File: src/rtl/core/sdd_ram.sv
// Generic simple dual-port RAM with one write port and a registered read port.
`timescale 1ns / 1ps

module sdd_ram #(
	parameter int WIDTH = 24,
	parameter int DEPTH = 128,
	parameter int AW    = (DEPTH > 1) ? $clog2(DEPTH) : 1
) (
	input  logic             clk,
	input  logic             we,
	input  logic [AW-1:0]    waddr,
	input  logic [WIDTH-1:0] wdata,
	input  logic             re,
	input  logic [AW-1:0]    raddr,
	output logic [WIDTH-1:0] rdata
);

	logic [WIDTH-1:0] mem_q [DEPTH];

	always_ff @(posedge clk) begin
		if (we) begin
			mem_q[waddr] <= wdata;
		end
		if (re) begin
			rdata <= mem_q[raddr];
		end
	end

endmodule

File: config.mk
export PLATFORM = sky130hd
export DESIGN_NAME = sdd_ram
export DESIGN_NICKNAME = d
export VERILOG_FILES = /design/src/rtl/core/sdd_ram.sv
export SDC_FILE = /design/constraint.sdc
export NUM_CORES = 2
export LEC_CHECK = 0
export BUFFER_PORTS_ARGS = -buffer_cell sky130_fd_sc_hd__buf_2
export CAP_MARGIN = 15
export CORE_MARGIN = 2
export CORE_UTILIZATION = 38
export DETAILED_ROUTE_END_ITERATION = 10
export SLEW_MARGIN = 25
export SYNTH_ARGS = -nofsm -noshare
export SYNTH_HDL_FRONTEND = slang
export SYNTH_SLANG_ARGS = --single-unit
export TNS_END_PERCENT = 10
File: constraint.sdc
create_clock -name clk -period 4.52 [get_ports clk]
set_clock_uncertainty 0.1 [all_clocks]
set_input_delay 0.904 -clock clk [delete_from_list [all_inputs] [get_ports clk]]
set_output_delay 0.904 -clock clk [all_outputs]
set_load 0.01 [all_outputs]
==> out/qor.yml <==
status:
  status: "complete, no violations"
sta:
  setup_tns_ps: 0
  slew_viol_final: 0
  slew_headroom_pct: 28.3
  finalCritPeriodShare_pct: 77.5
  max_freq_ghz: 0.286
  min_period_ps: 3500
  rsz0062_at_grt: "no"
  whs_ps: 255
  setup_viol: 0
  worst_slew_pin_slew_ps: 1080
  hold_viol_final: 0
worst_hold_path:
  hp-class: "in2reg"
  worstHoldStart: "wdata[14]"
finish:
  fillers: 25600
  drive_gt1_share_pct: 37.7
  area_growth_pct: 15.9
  multi_input_comb_area_mm2: 0.0245
  final-seq-area_mm2: 0.0930
  nNetsFinal: 5049
logic_synthesis:
  ys_warn_count: 0
  synth.avg_cell_area_um2: 25.9
  synth_area_mm2: 0.118
  synth_top_area_cell: "edfxtp_1"
  synth_flop_cell: "edfxtp_1"
  yosysSeqAreaShare_pct: 79.0
  ys_top_cells_by_count: "edfxtp_1, mux4_2, clkbuf_1"
  yosysTopAreaCellShare_pct: 79.0
  synthTopCellsByArea: "edfxtp_1, mux4_2, clkbuf_1"
  ys_types: 15
  syn_inst: 4538
  yosysMostFrequentCell: "edfxtp_1"
  synth-seq-cells: 3096
  synth-edff-count: 3096
  synthesis.nets: 4579
  synthArstFlopShare_pct: 0
setup_path:
  startpoint: "raddr[0]"
  crit_arrival_ps: 4000
  reg2reg_from: "mem_q[29][12]"
  cp.required_ps: 5020
  cp-end-kind: "register"
  critPathMaxFanout: 23
  cp-start-kind: "input port"
  critPathKind: "in2reg"
floorplanning:
  initial_core_util_pct: 38.1
  core_mm2: 0.308
  num_rows: 204
  die_height_um: 560
  fp.dieW_um: 560
  die_area_mm2: 0.314
  num_io_pins: 65
global_routing:
  grt_pass1_wl_um: 427000
  grt_most_used_layer: "met2"
  grt_max_degree: 114
  grt_use_met3_pct: 3.14
  overflow: 0
  grt.total_usage_pct: 19.2
  antenna_found_initial: 31
  grt_pass1_vias: 54100
  grt_use_met1_pct: 26.7
  use_met2_pct: 31.6
placement:
  gp_congestion: 0.776
  port_buffers: 64
  hpwl_um: 174000
detailed_routing:
  viasPerCell: 5.67
  drt.antenna.violating_nets: 0
  vias: 53200
  dr.pass1.iters: 5
  wl_um: 304000
  drtIter0Drc: 6735
  wl_per_cell_um: 32.4
  drc_errors: 0
clock_network:
  cts_tree: "yes"
  cts-resized-gates: 0
  cts_buffer_depth: 4
  cts_htree_levels: 5
  cts_root_buffer: "clkbuf_16"
  cts_made_buffers: 315
  cts_hold_buf: 0
  clkLatencyLatePin_ps: 860
  clk_pin_slew_ps: 60
  numClockSinks: 3096
  post_cts_buffers: 0
power_and_ir_drop:
  peakVddDrop_uv: 310
  p_leak_uw: 0.0416
  power-per-cell-area_mw_per_mm2: 441
flow_run:
  drv_cap: 0
==> path summary, 6_finish.rpt <==
| check | end | slack, ps | cells after the start |
|---|---|---|---|
| worst max-delay path | rdata[13] | 1020 | 8 |
| worst min-delay path | mem_q[118][14] | 260 | 1 |
| worst max register to register | rdata[12] | 1610 | 4 |
| worst min register to register | rdata[2] | 1100 | 4 |
==> through the flow <==
stage	worst slack, ps	utilization, %	cell area (um^2)	total power (uW)	instances
finish	1020	44.2	136000	60100	9378
global route	971	44.2	136000	61700	9376
CTS	1050	44.2	136000	60500	9370
detailed placement	135	41.0	126000	35600	8809
global placement	128	41.0	126000	35500	8809
floorplan	740	-	118000	33900	4538
==> flip-flops by register name, indices dropped and copies added (netlist names) <==
register / cells
rdata: 24
mem_q: 3072
==> layer usage <==
| layer | up-vias | wire, um |
|---|---|---|
| met3 | 402 | 22100 |
| met4 | 6 | 7250 |
| met2 | 2214 | 152000 |
| met1 | 29600 | 123000 |
| li1 | 20900 | - |
| met5 | - | 34 |
==> report_power, final <==
group          leakage, uW  internal, uW  switching, uW
Sequential          0.0279         31700           66.4
Clock              0.00480         14500          10600
Combinational      0.00893          1250           1860
==> kinds of logic after synthesis <==
logic type             synth area share, %
flip-flops                            79.0
AND/OR/NAND/NOR                      0.593
multiplexers                          19.5
buffers and inverters                0.836
==> layout by cell type (no fill, tap or decap), types with 9 or more instances in the layout <==
cell type / Yosys / routed
buf_2: 60 / 32
nor2_4: 0 / 101
clkinv_2: 0 / 48
nor2_2: 0 / 18
edfxtp_1: 3096 / 3096
inv_6: 0 / 10
clkinvlp_4: 0 / 9
clkbuf_1: 151 / 70
clkinv_1: 0 / 70
bufinv_16: 0 / 25
mux4_2: 1008 / 1008
buf_12: 0 / 64
nor3_2: 0 / 9
mux2_2: 24 / 24
buf_6: 1 / 10
nand2_1: 14 / 13
clkbuf_16: 0 / 323
buf_4: 0 / 282
==> worst max-delay path: stages <==
cell	delay [ps]
buf_12	200
buf_12	280
buf_12	270
buf_4	230
mux4_2	520
mux4_2	540
mux4_2	660
mux2_2	330
==> cell type report <==
class / count / area share [%]
well taps: 4120 / 3.78
flip-flops and latches: 3096 / 68.2
clock inverters: 168 / 1.09
clock buffers: 393 / 6.12
multi-input cells: 1202 / 18.0
diodes: 6 / 0.0110
repair buffers: 393 / 2.77
Power figures use the tool's default switching activity.
