`src/rtl/core/sdd_pkg.sv`:
```
// Shared widths, flag bundle and helpers for the serpentine dither core.
`timescale 1ns / 1ps

package sdd_pkg;

	localparam int PIX_W = 8;   // source channel width
	localparam int Q_W   = 5;   // quantized channel width
	localparam int POS_W = 9;   // reported position width
	localparam int IDX_W = 7;   // source load index width
	localparam int E_W   = 4;   // one quantization error, -7..7
	localparam int ERR_W = 7;   // stored next-row error, -63..63 in 16ths
	localparam int ACC_W = 9;   // carried error plus forward share, -112..112

	localparam int LANES = 3;

	// Stream data widths.
	localparam int IN_DATA_W  = 32;
	localparam int OUT_DATA_W = 40;

	typedef struct packed {
		logic first;  // first pixel of a display row
		logic row0;   // first display row of the image
		logic last;   // final pixel of the image
	} pix_flags_t;

	function automatic int addr_width(input int depth);
		return (depth > 1) ? $clog2(depth) : 1;
	endfunction

endpackage

```
`src/rtl/core/sdd_lane.sv`:
```
// One color lane: carried error, rounding, clamp, 5-bit quantize and error spread.
`timescale 1ns / 1ps

module sdd_lane (
	input  logic                              clk,
	input  logic                              arst_n,
	input  logic                              adv,
	input  logic                              first,
	input  logic                              row0,
	input  logic [sdd_pkg::PIX_W-1:0]         src,
	input  logic signed [sdd_pkg::ERR_W-1:0]  base_rd,
	output logic [sdd_pkg::Q_W-1:0]           q5,
	output logic signed [sdd_pkg::ERR_W-1:0]  wr_err
);

	import sdd_pkg::*;

	localparam logic signed [ACC_W-1:0] RND_HALF = 8;
	localparam logic signed [ACC_W:0]   V_MAX    = 255;

	logic signed [E_W-1:0]   e_prev_q, e_eff, e;
	logic signed [ERR_W-1:0] p1_q, base, p1_next, e_w, ep_w;
	logic signed [ACC_W-1:0] acc, e_ext, rnd;
	logic signed [ACC_W:0]   sv;
	logic [PIX_W-1:0]        v;

	always_comb begin
		e_eff = first ? '0 : e_prev_q;
		// Row 0 sees a cleared error line; a row's first pixel takes the value the
		// previous row left for its last column, which never went to the line RAM.
		if (row0) begin
			base = '0;
		end else if (first) begin
			base = p1_q;
		end else begin
			base = base_rd;
		end
		e_ext = ACC_W'(e_eff);
		acc   = ACC_W'(base) + (e_ext <<< 3) - e_ext;
		rnd   = (acc + RND_HALF) >>> 4;
		sv    = $signed({2'b00, src}) + (ACC_W + 1)'(rnd);
		if (sv[ACC_W]) begin
			v = '0;
		end else if (sv > V_MAX) begin
			v = '1;
		end else begin
			v = sv[PIX_W-1:0];
		end
		q5 = v[PIX_W-1:PIX_W-Q_W];
		// Error against the exact reconstruction {q5, q5[4:2]}.
		e = $signed({1'b0, v[2:0]}) - $signed({1'b0, v[PIX_W-1:PIX_W-3]});
		e_w  = ERR_W'(e);
		ep_w = ERR_W'(e_eff);
		// Entry behind is complete once this pixel adds its 3/16 share.
		wr_err  = p1_q + (e_w <<< 1) + e_w;
		p1_next = ep_w + (e_w <<< 2) + e_w;
	end

	always_ff @(posedge clk or negedge arst_n) begin
		if (!arst_n) begin
			e_prev_q <= '0;
			p1_q     <= '0;
		end else if (adv) begin
			e_prev_q <= e;
			p1_q     <= p1_next;
		end
	end

endmodule

```
`config.mk`:
```
export PLATFORM = sky130hd
export DESIGN_NAME = sdd_lane
export DESIGN_NICKNAME = d
export VERILOG_FILES = /design/src/rtl/core/sdd_pkg.sv /design/src/rtl/core/sdd_lane.sv
export SDC_FILE = /design/constraint.sdc
export NUM_CORES = 1
export LEC_CHECK = 0
export BUFFER_PORTS_ARGS = -buffer_cell sky130_fd_sc_hd__buf_2
export CAP_MARGIN = 20
export CORE_AREA = 2 2 62 64
export CTS_CLUSTER_DIAMETER = 30
export DETAILED_ROUTE_END_ITERATION = 16
export DIE_AREA = 0 0 64 66
export GPL_TIMING_DRIVEN = 0
export PLACE_DENSITY = 0.9
export RECOVER_POWER = 100
export SLEW_MARGIN = 20
export SYNTH_ARGS = -nofsm -noshare
export SYNTH_HDL_FRONTEND = slang
export SYNTH_SLANG_ARGS = --single-unit
```
`constraint.sdc`:
```
create_clock -name clk -period 12 [get_ports clk]
set_input_delay 1.8 -clock clk [delete_from_list [all_inputs] [get_ports clk]]
set_output_delay 1.8 -clock clk [all_outputs]
set_load 0.02 [all_outputs]
```
==> metrics.csv <==
metric,value,unit
max-slew-margin-rel,44.1,%
drt-total-wl,4020,um
multi_input_area,1570,um^2
gr-total-overflow,0,
drive_gt1_share,12.5,%
hold_path_class,reg2reg,
postCtsSetupBuffers,0,
ys_types,34,
critPathMaxFanout,10,
insertion_delay,0.27,ns
arrival,9.43,ns
cts_buffers,3,
wire_per_inst,13.3,um
clock_skew,0.00256,ns
pin_count,32,
cts_resized,0,
fmax,89.1,MHz
rows,22,
clock_sink_count,11,
cts_tree,done,
cpPeakStageDelay,0.66,ns
core,3550,um^2
outcome,finished clean,
timing.rr.end,p1_q[6]$_DFFE_PN0P_,
maxCapViolations,0,
dr.pass1.iters,4,
hold_violations,0,
yosys_warnings,0,
track_usage,20.7,%
die_height,66,um
syn_area,2010,um^2
slowest_stage,nor2b_1,
drt_iter0_drc,57,
die_w,64,um
rsz0062_at_grt,no,
vias,1628,
dp_hpwl,3530,um
ant_nets,0,
start_util,56.6,%
cp_common_cell,ha_1,
numPortBuffers,27,
areaGrowthSynthToFinish,10.2,%
cp.required,10.20,ns
cts_root_buffer,clkbuf_4,
rr_worst_depth,31,
worst_slew_pin_slew,0.836,ns
crit_type,in2out,
setup_viol,0,
cts_hold_buf,0,
ys_seq_elements,11,
finalNetCount,322,
startpoint_type,input port,
finalWeightedCongestion,0.853,
syn_avg_cell_area,8.97,um^2
grt_pass1_vias,1682,
end_kind,output pin,
nFillCells,290,
grt_pass1_wl,6980,um
syn_nets,290,
netlist_instances,224,
drv_slew,0,
drc,0,
fin_tns_setup,0,ns
hp-start,e_prev_q[3]$_DFFE_PN0P_,
grt_max_degree,12,
r2r_start,e_prev_q[3]$_DFFE_PN0P_,
routed_via_density,5.37,
cts.reportedPaths.clkPinSlew,0.07,ns
finalCritPeriodShare,93.6,%
dieArea,4220,um^2
cts_max_level,1,
final-seq-area,275,um^2
antenna_found_initial,0,
min_period,11.23,ns
yosysSeqAreaShare,13.7,%
ctsLongestPathBuffers,2,
cp-startpoint,first,
diodes,0,
rrSetupSlack,3.98,ns
crit_path_end,wr_err[6],
-- cells by family (layout without fill, tap and decap cells) --
family                   after synthesis  count (layout)  synth area share (%)
buffers and inverters                 39              70                  8.04
XOR/XNOR                              23              23                  10.0
multiplexers                          12              12                  6.29
adder cells (fa/ha/maj)               46              46                  33.5
AO/OA/AOI/OAI                         55              55                  18.4
AND/OR/NAND/NOR                       38              38                  10.0
flip-flops                            11              11                  13.7
-- cell usage in the layout (no fill, tap or decap), drive strengths merged, types with 3 or more instances in the layout --
cell | Yosys | layout
a21o | 13 | 13
a21oi | 23 | 23
buf | 4 | 18
clkbuf | 3 | 20
dfrtp | 11 | 11
fa | 13 | 13
ha | 33 | 33
inv | 32 | 32
mux2 | 5 | 5
mux2i | 7 | 7
nand2 | 5 | 5
nand2b | 7 | 7
nor2 | 12 | 12
nor2b | 4 | 4
o21ai | 6 | 6
o21bai | 3 | 3
or2 | 4 | 4
xnor2 | 19 | 19
xor2 | 4 | 4
-- final cells by class --
class	instances	share of cell area, %
plain buffers	7	1.87
well taps	48	2.71
inverters	32	5.43
flip-flops and latches	11	12.4
clock buffers	4	1.19
repair buffers	27	5.37
multi-input cells	174	71.0
-- layer usage --
layer	up-vias	share of wire (%)	GRT usage (%)
met2	30	55	40.8
met3	4	1.9	1.02
li1	820	-	-
met4	0	0.90	5.16
met1	774	43	24.4
met5	-	0	0
-- how the worst min path moves through the flow --
stage | end | slack, ns | cells after the start
floorplan | e_prev_q[3]$_DFFE_PN0P_ | 0.47 | 1
global placement | e_prev_q[3]$_DFFE_PN0P_ | 0.49 | 1
detailed placement | e_prev_q[3]$_DFFE_PN0P_ | 0.50 | 1
CTS | e_prev_q[3]$_DFFE_PN0P_ | 0.52 | 1
global route | p1_q[0]$_DFFE_PN0P_ | 0.54 | 1
finish | e_prev_q[3]$_DFFE_PN0P_ | 0.52 | 1
-- critical path, delay by kind of cell --
family | cells | cell delay, ns
AO/OA/AOI/OAI | 8 | 1.79
XOR/XNOR | 3 | 0.81
adder cells (fa/ha/maj) | 9 | 3.27
buffers and inverters | 6 | 0.77
AND/OR/NAND/NOR | 5 | 0.97
-- through the flow --
stage / hold slack, ns / instances / instance area, um^2 / util [%] / worst slack [ns]
2_1_floorplan: 0.473 / 224 / 2010 / - / 1.54
3_3_place_gp: 0.486 / 299 / 2200 / 62.1 / 0.980
3_5_place_dp: 0.503 / 299 / 2200 / 62.1 / 0.858
4_1_cts: 0.518 / 303 / 2230 / 62.8 / 0.831
5_1_grt: 0.543 / 303 / 2210 / 62.3 / 0.209
6_report: 0.516 / 303 / 2210 / 62.3 / 0.773
-- state kept, by name, indices dropped and copies added (netlist names) --
name	cells
e_prev_q	4
p1_q	7
-- Yosys cell counts (all sizes together) --
library cell	n	area, um^2
ha	33	413
inv	32	120
a21oi	23	119
xnor2	19	166
a21o	13	97.6
fa	13	260
nor2	12	45.0
dfrtp	11	275
mux2i	7	70.1
nand2b	7	43.8
o21ai	6	30.0
mux2	5	56.3
nand2	5	18.8
buf	4	30.0
nor2b	4	25.0
or2	4	25.0
xor2	4	35.0
clkbuf	3	11.3
o21bai	3	22.5
a2bb2oi	2	17.5
a41oi	2	17.5
nand3	2	10.0
nor3b	2	20.0
o221ai	2	17.5
a211oi	1	7.51
a221o	1	10.0
a31oi	1	21.3
and2	1	6.26
o41ai	1	8.76
or2b	1	7.51
Power is not shown: default switching activity piles up to over one toggle a cycle in this logic, so the estimate is an artifact.
