==> src/rtl/core/sdd_pkg.sv <==
// Shared widths, flag bundle and helpers for the serpentine dither core.
`timescale 1ns / 1ps

package sdd_pkg;

	localparam int PIX_W = 8;   // source channel width
	localparam int Q_W   = 5;   // quantized channel width
	localparam int POS_W = 9;   // reported position width
	localparam int IDX_W = 7;   // source load index width
	localparam int E_W   = 4;   // one quantization error, -7..7
	localparam int ERR_W = 7;   // stored next-row error, -63..63 in 16ths
	localparam int ACC_W = 9;   // carried error plus forward share, -112..112

	localparam int LANES = 3;

	// Stream data widths.
	localparam int IN_DATA_W  = 32;
	localparam int OUT_DATA_W = 40;

	typedef struct packed {
		logic first;  // first pixel of a display row
		logic row0;   // first display row of the image
		logic last;   // final pixel of the image
	} pix_flags_t;

	function automatic int addr_width(input int depth);
		return (depth > 1) ? $clog2(depth) : 1;
	endfunction

endpackage

==> src/rtl/core/sdd_scan.sv <==
// Serpentine scan counters: display position, source column and row flags.
`timescale 1ns / 1ps

module sdd_scan #(
	parameter int DISPLAY_WIDTH  = 384,
	parameter int DISPLAY_HEIGHT = 384,
	parameter int SOURCE_WIDTH   = 128,
	parameter int SCALE          = 3,
	parameter int CW             = $clog2(DISPLAY_WIDTH),
	parameter int RW             = $clog2(DISPLAY_HEIGHT),
	parameter int SA_W           = (SOURCE_WIDTH > 1) ? $clog2(SOURCE_WIDTH) : 1
) (
	input  logic                clk,
	input  logic                arst_n,
	input  logic                step,
	output logic [CW-1:0]       pos_x,
	output logic [RW-1:0]       pos_y,
	output logic [SA_W-1:0]     src_col,
	output sdd_pkg::pix_flags_t flags
);

	import sdd_pkg::*;

	localparam int SBW      = (SCALE > 1) ? $clog2(SCALE) : 1;
	localparam int SX_LAST  = (DISPLAY_WIDTH - 1) / SCALE;
	localparam int SUB_LAST = (DISPLAY_WIDTH - 1) % SCALE;

	logic [CW-1:0]  k_q, x_q, sx_q;
	logic [RW-1:0]  y_q;
	logic [SBW-1:0] sub_q;
	logic           row_end, img_end;
	logic [RW-1:0]  y_next;

	assign row_end = (k_q == CW'(DISPLAY_WIDTH - 1));
	assign img_end = row_end && (y_q == RW'(DISPLAY_HEIGHT - 1));
	assign y_next  = (y_q == RW'(DISPLAY_HEIGHT - 1)) ? '0 : y_q + 1'b1;

	always_ff @(posedge clk or negedge arst_n) begin
		if (!arst_n) begin
			k_q   <= '0;
			y_q   <= '0;
			x_q   <= '0;
			sx_q  <= '0;
			sub_q <= '0;
		end else if (step) begin
			if (row_end) begin
				k_q <= '0;
				y_q <= y_next;
				// Odd rows start at the right edge and walk left.
				if (y_next[0]) begin
					x_q   <= CW'(DISPLAY_WIDTH - 1);
					sx_q  <= CW'(SX_LAST);
					sub_q <= SBW'(SUB_LAST);
				end else begin
					x_q   <= '0;
					sx_q  <= '0;
					sub_q <= '0;
				end
			end else begin
				k_q <= k_q + 1'b1;
				if (!y_q[0]) begin
					x_q <= x_q + 1'b1;
					if (sub_q == SBW'(SCALE - 1)) begin
						sub_q <= '0;
						sx_q  <= sx_q + 1'b1;
					end else begin
						sub_q <= sub_q + 1'b1;
					end
				end else begin
					x_q <= x_q - 1'b1;
					if (sub_q == '0) begin
						sub_q <= SBW'(SCALE - 1);
						sx_q  <= sx_q - 1'b1;
					end else begin
						sub_q <= sub_q - 1'b1;
					end
				end
			end
		end
	end

	assign pos_x = x_q;
	assign pos_y = y_q;

	always_comb begin
		if ({1'b0, sx_q} >= (CW + 1)'(SOURCE_WIDTH)) begin
			src_col = SA_W'(SOURCE_WIDTH - 1);
		end else begin
			src_col = sx_q[SA_W-1:0];
		end
	end

	assign flags.first = (k_q == '0);
	assign flags.row0  = (y_q == '0);
	assign flags.last  = img_end;

endmodule

==> config.mk <==
export PLATFORM = sky130hd
export DESIGN_NAME = sdd_scan
export DESIGN_NICKNAME = d
export VERILOG_FILES = /design/src/rtl/core/sdd_pkg.sv /design/src/rtl/core/sdd_scan.sv
export SDC_FILE = /design/constraint.sdc
export NUM_CORES = 1
export LEC_CHECK = 0
export BUFFER_PORTS_ARGS = -buffer_cell sky130_fd_sc_hd__buf_4
export CAP_MARGIN = 20
export CORE_AREA = 5 5 82 84
export CTS_CLUSTER_DIAMETER = 50
export DETAILED_ROUTE_END_ITERATION = 10
export DIE_AREA = 0 0 87 89
export PLACE_DENSITY = 0.64
export SLEW_MARGIN = 5
export SYNTH_ARGS = -nofsm -noshare
export SYNTH_HDL_FRONTEND = slang
export SYNTH_SLANG_ARGS = --single-unit
==> constraint.sdc <==
create_clock -name clk -period 2.5 [get_ports clk]
set_input_delay 0.5 -clock clk [delete_from_list [all_inputs] [get_ports clk]]
set_output_delay 0.5 -clock clk [all_outputs]
set_load 0.01 [all_outputs]
==> out/results.tsv <==
metric	value	unit
cp_slowest_cell	dfrtp_2	
ios	31	
fin_crit	2.309	ns
final_common_cell	dfrtp_1	
grt.total_usage	15.44	%
final.setup.tns	0	ns
avgSynthCellArea	8.976	sq um
max_stage_delay	0.40	ns
synth-seq-cells	38	
slew_viol_final	0	
clkLatencyLatePin	0.29	ns
grt_max_degree	39	
portBuffers	30	
cts_tree	yes	
critPathLaunchType	flip-flop	
dp.cells	387	
holdBufCountCts	0	
wl	5486	microns
crit-reg2reg-capture	sx_q[7]	
power	0.003276	W
hpwl	3914	microns
arrival	1.81	ns
required	2.00	ns
syn-instance-count	287	
clock.fmax	433.1	MHz
clock_path_buffers	2	
seq_area_frac_synth	36.91	%
worstRegToRegCells	8	
r2r-start	pos_y[0]	
antenna_left	0	
grt_pass1_vias	2097	
yosys.area.top_type_share	36.91	%
drv_cap	0	
dieArea	0.007743	sq mm
synth-main-ff-cell	dfrtp_1	
grt_overflow	0	
finalHoldViolations	0	
cts.htree.levels	2	
path_common_cell	buf_4	
die_w	87	microns
drt_iter0_markers	54	
ys_warn_count	0	
core	0.005851	sq mm
numCtsBuffers	5	
drc	0	
cts_root_buffer	clkbuf_8	
synth-edff-count	0	
slew_headroom	67.52	%
wire_per_inst	13.85	microns
synth.top_cells.by_area	dfrtp_1, ha_1, a21oi_1	
grt_pass1_wl	9646	microns
worst_pin_slew	0.4872	ns
worstSetupPathType	reg -> out	
routabilityCongestion	0.8475	
async_flop_share	100.0	%
path_cells	buf_4 > ha_1 > nand3_1 > or3_1 > nor2_1 > buf_4	
via_per_inst	5.343	
synth_top_area_cell	dfrtp_1	
drive_above_1_share	17.45	%
rows	28	
mostFrequentLayoutCells	dfrtp_1, buf_4, nand2_1, a21oi_1, nor2_1	
clock-sinks	38	
cp-end-kind	output port	
leakagePower	1.370	nW
start_util	44.03	%
setup_viol	0	
nets	346	
fin_crit_sh	92.36	%
fp.dieH	89	microns
syn-cell-area	0.002576	sq mm
outcome	complete, no violations	
irDropWorstVdd	0.0004839	V
drt_pre_antenna_iters	4	
vias	2116	
grt_setup_unrepaired	false	
power_density	1079	mW/mm^2
synth.distinct_cells	52	
reg2reg_setup_slack	0.19	ns
cp_max_fo	7	
clkTransAtPathRegs	0.08	ns
diodes	0	
fin_skew	0.007321	ns
antenna_found_initial	0	
whs	0.1703	ns
syn_nets	313	
final_cells	396	
syn2layout_area_growth	17.82	%
hold_path_class	in -> async	
worst max-delay path: cells and delay by family (launching register included):
kind | cells | cell delay, ns
adder cells (fa/ha/maj) | 1 | 0.22
buffers and inverters | 2 | 0.30
flip-flops | 1 | 0.40
AND/OR/NAND/NOR | 3 | 0.59
worst max-delay path by stage:
| stage | startpoint | cells past startpoint | to | slack (ns) |
|---|---|---|---|---|
| after CTS | pos_y[0] | 6 | flags[0] | 0.02 |
| after detailed placement | pos_y[0] | 8 | sx_q[8] | 0.18 |
| after floorplan | pos_y[0] | 9 | sx_q[8] | 0.03 |
| after global routing | pos_y[0] | 6 | flags[0] | 0.04 |
| final | pos_y[0] | 6 | flags[0] | 0.19 |
| after global placement | pos_y[0] | 8 | sx_q[8] | 0.24 |
power by group:
part / internal (W) / switching (W)
Combinational: 0.000823 / 0.000807
Sequential: 0.000803 / 0.000210
Clock: 0.000400 / 0.000233
Total: 0.00203 / 0.00125
cells by family after synthesis:
group                      after synthesis  synth area share [%]
and+or+nand+nor                        104                 21.71
buffers and inverters                   24                 3.934
AOI/OAI and AO/OA                       73                 17.00
DFF                                     38                 36.91
xor gates and xnor gates                22                 7.480
adders and majority gates               23                 11.75
muxes                                    3                 1.214
metrics by stage:
step	instance area (sq um)	worst slack (ns)	util [%]
final	3035	0.1909	51.88
after global routing	3035	0.03979	51.88
after CTS	3023	0.01703	51.67
after detailed placement	2885	0.1795	49.32
after global placement	2885	0.2432	49.32
after floorplan	2579	0.02764	-
repair_timing:
| item | 4_1_cts | 5_1_grt |
|---|---|---|
| resized for setup | 0 | 1 |
| setup endpoints to repair | 0 | 3 |
| setup buffers | 0 | 1 |
cell usage after synthesis (2+ instances only):
library cell and instances:
dfrtp_1 38, o2111ai_1 2, buf_2 3, nand3b_1 2, a21oi_1 28, nor3_1 4, o31ai_1 4, nand4_1 3
o21ai_0 23, mux2i_1 2, xnor2_1 13, nor4_1 4, nor2_1 25, o22ai_1 2, xor2_1 9, ha_1 21
and3_1 4, buf_4 2, and4b_1 2, o311a_1 2, fa_1 2, nand3_1 4, nor2b_1 5, nand2_1 28
a21o_1 2, o21a_1 2, clkbuf_1 5, or3_1 9, inv_1 14
state kept, by name, indices dropped and copies added, names as in the netlist:
register  cells
pos_y         9
pos_x         9
sub_q         2
k_q           9
sx_q          9
layer usage:
metal  wire length, microns  global-route usage (%)  vias up
met5                      0                       0        -
met4                     71                   4.674        0
met3                    153                   2.581        6
met2                   2627                   26.98       26
met1                   2634                   19.58      989
li1                       -                       -     1095
layout make-up:
| type | count | area, sq um |
|---|---|---|
| clock buffers | 5 | 68.82 |
| well taps | 75 | 93.84 |
| inverters | 14 | 52.55 |
| flip-flops and latches | 38 | 952.2 |
| repair buffers | 36 | 270.3 |
| fillers | 554 | 2815 |
| multi-input cells | 225 | 1529 |
| clock inverters | 3 | 68.82 |
No activity file was read; power rests on OpenSTA's default activity.
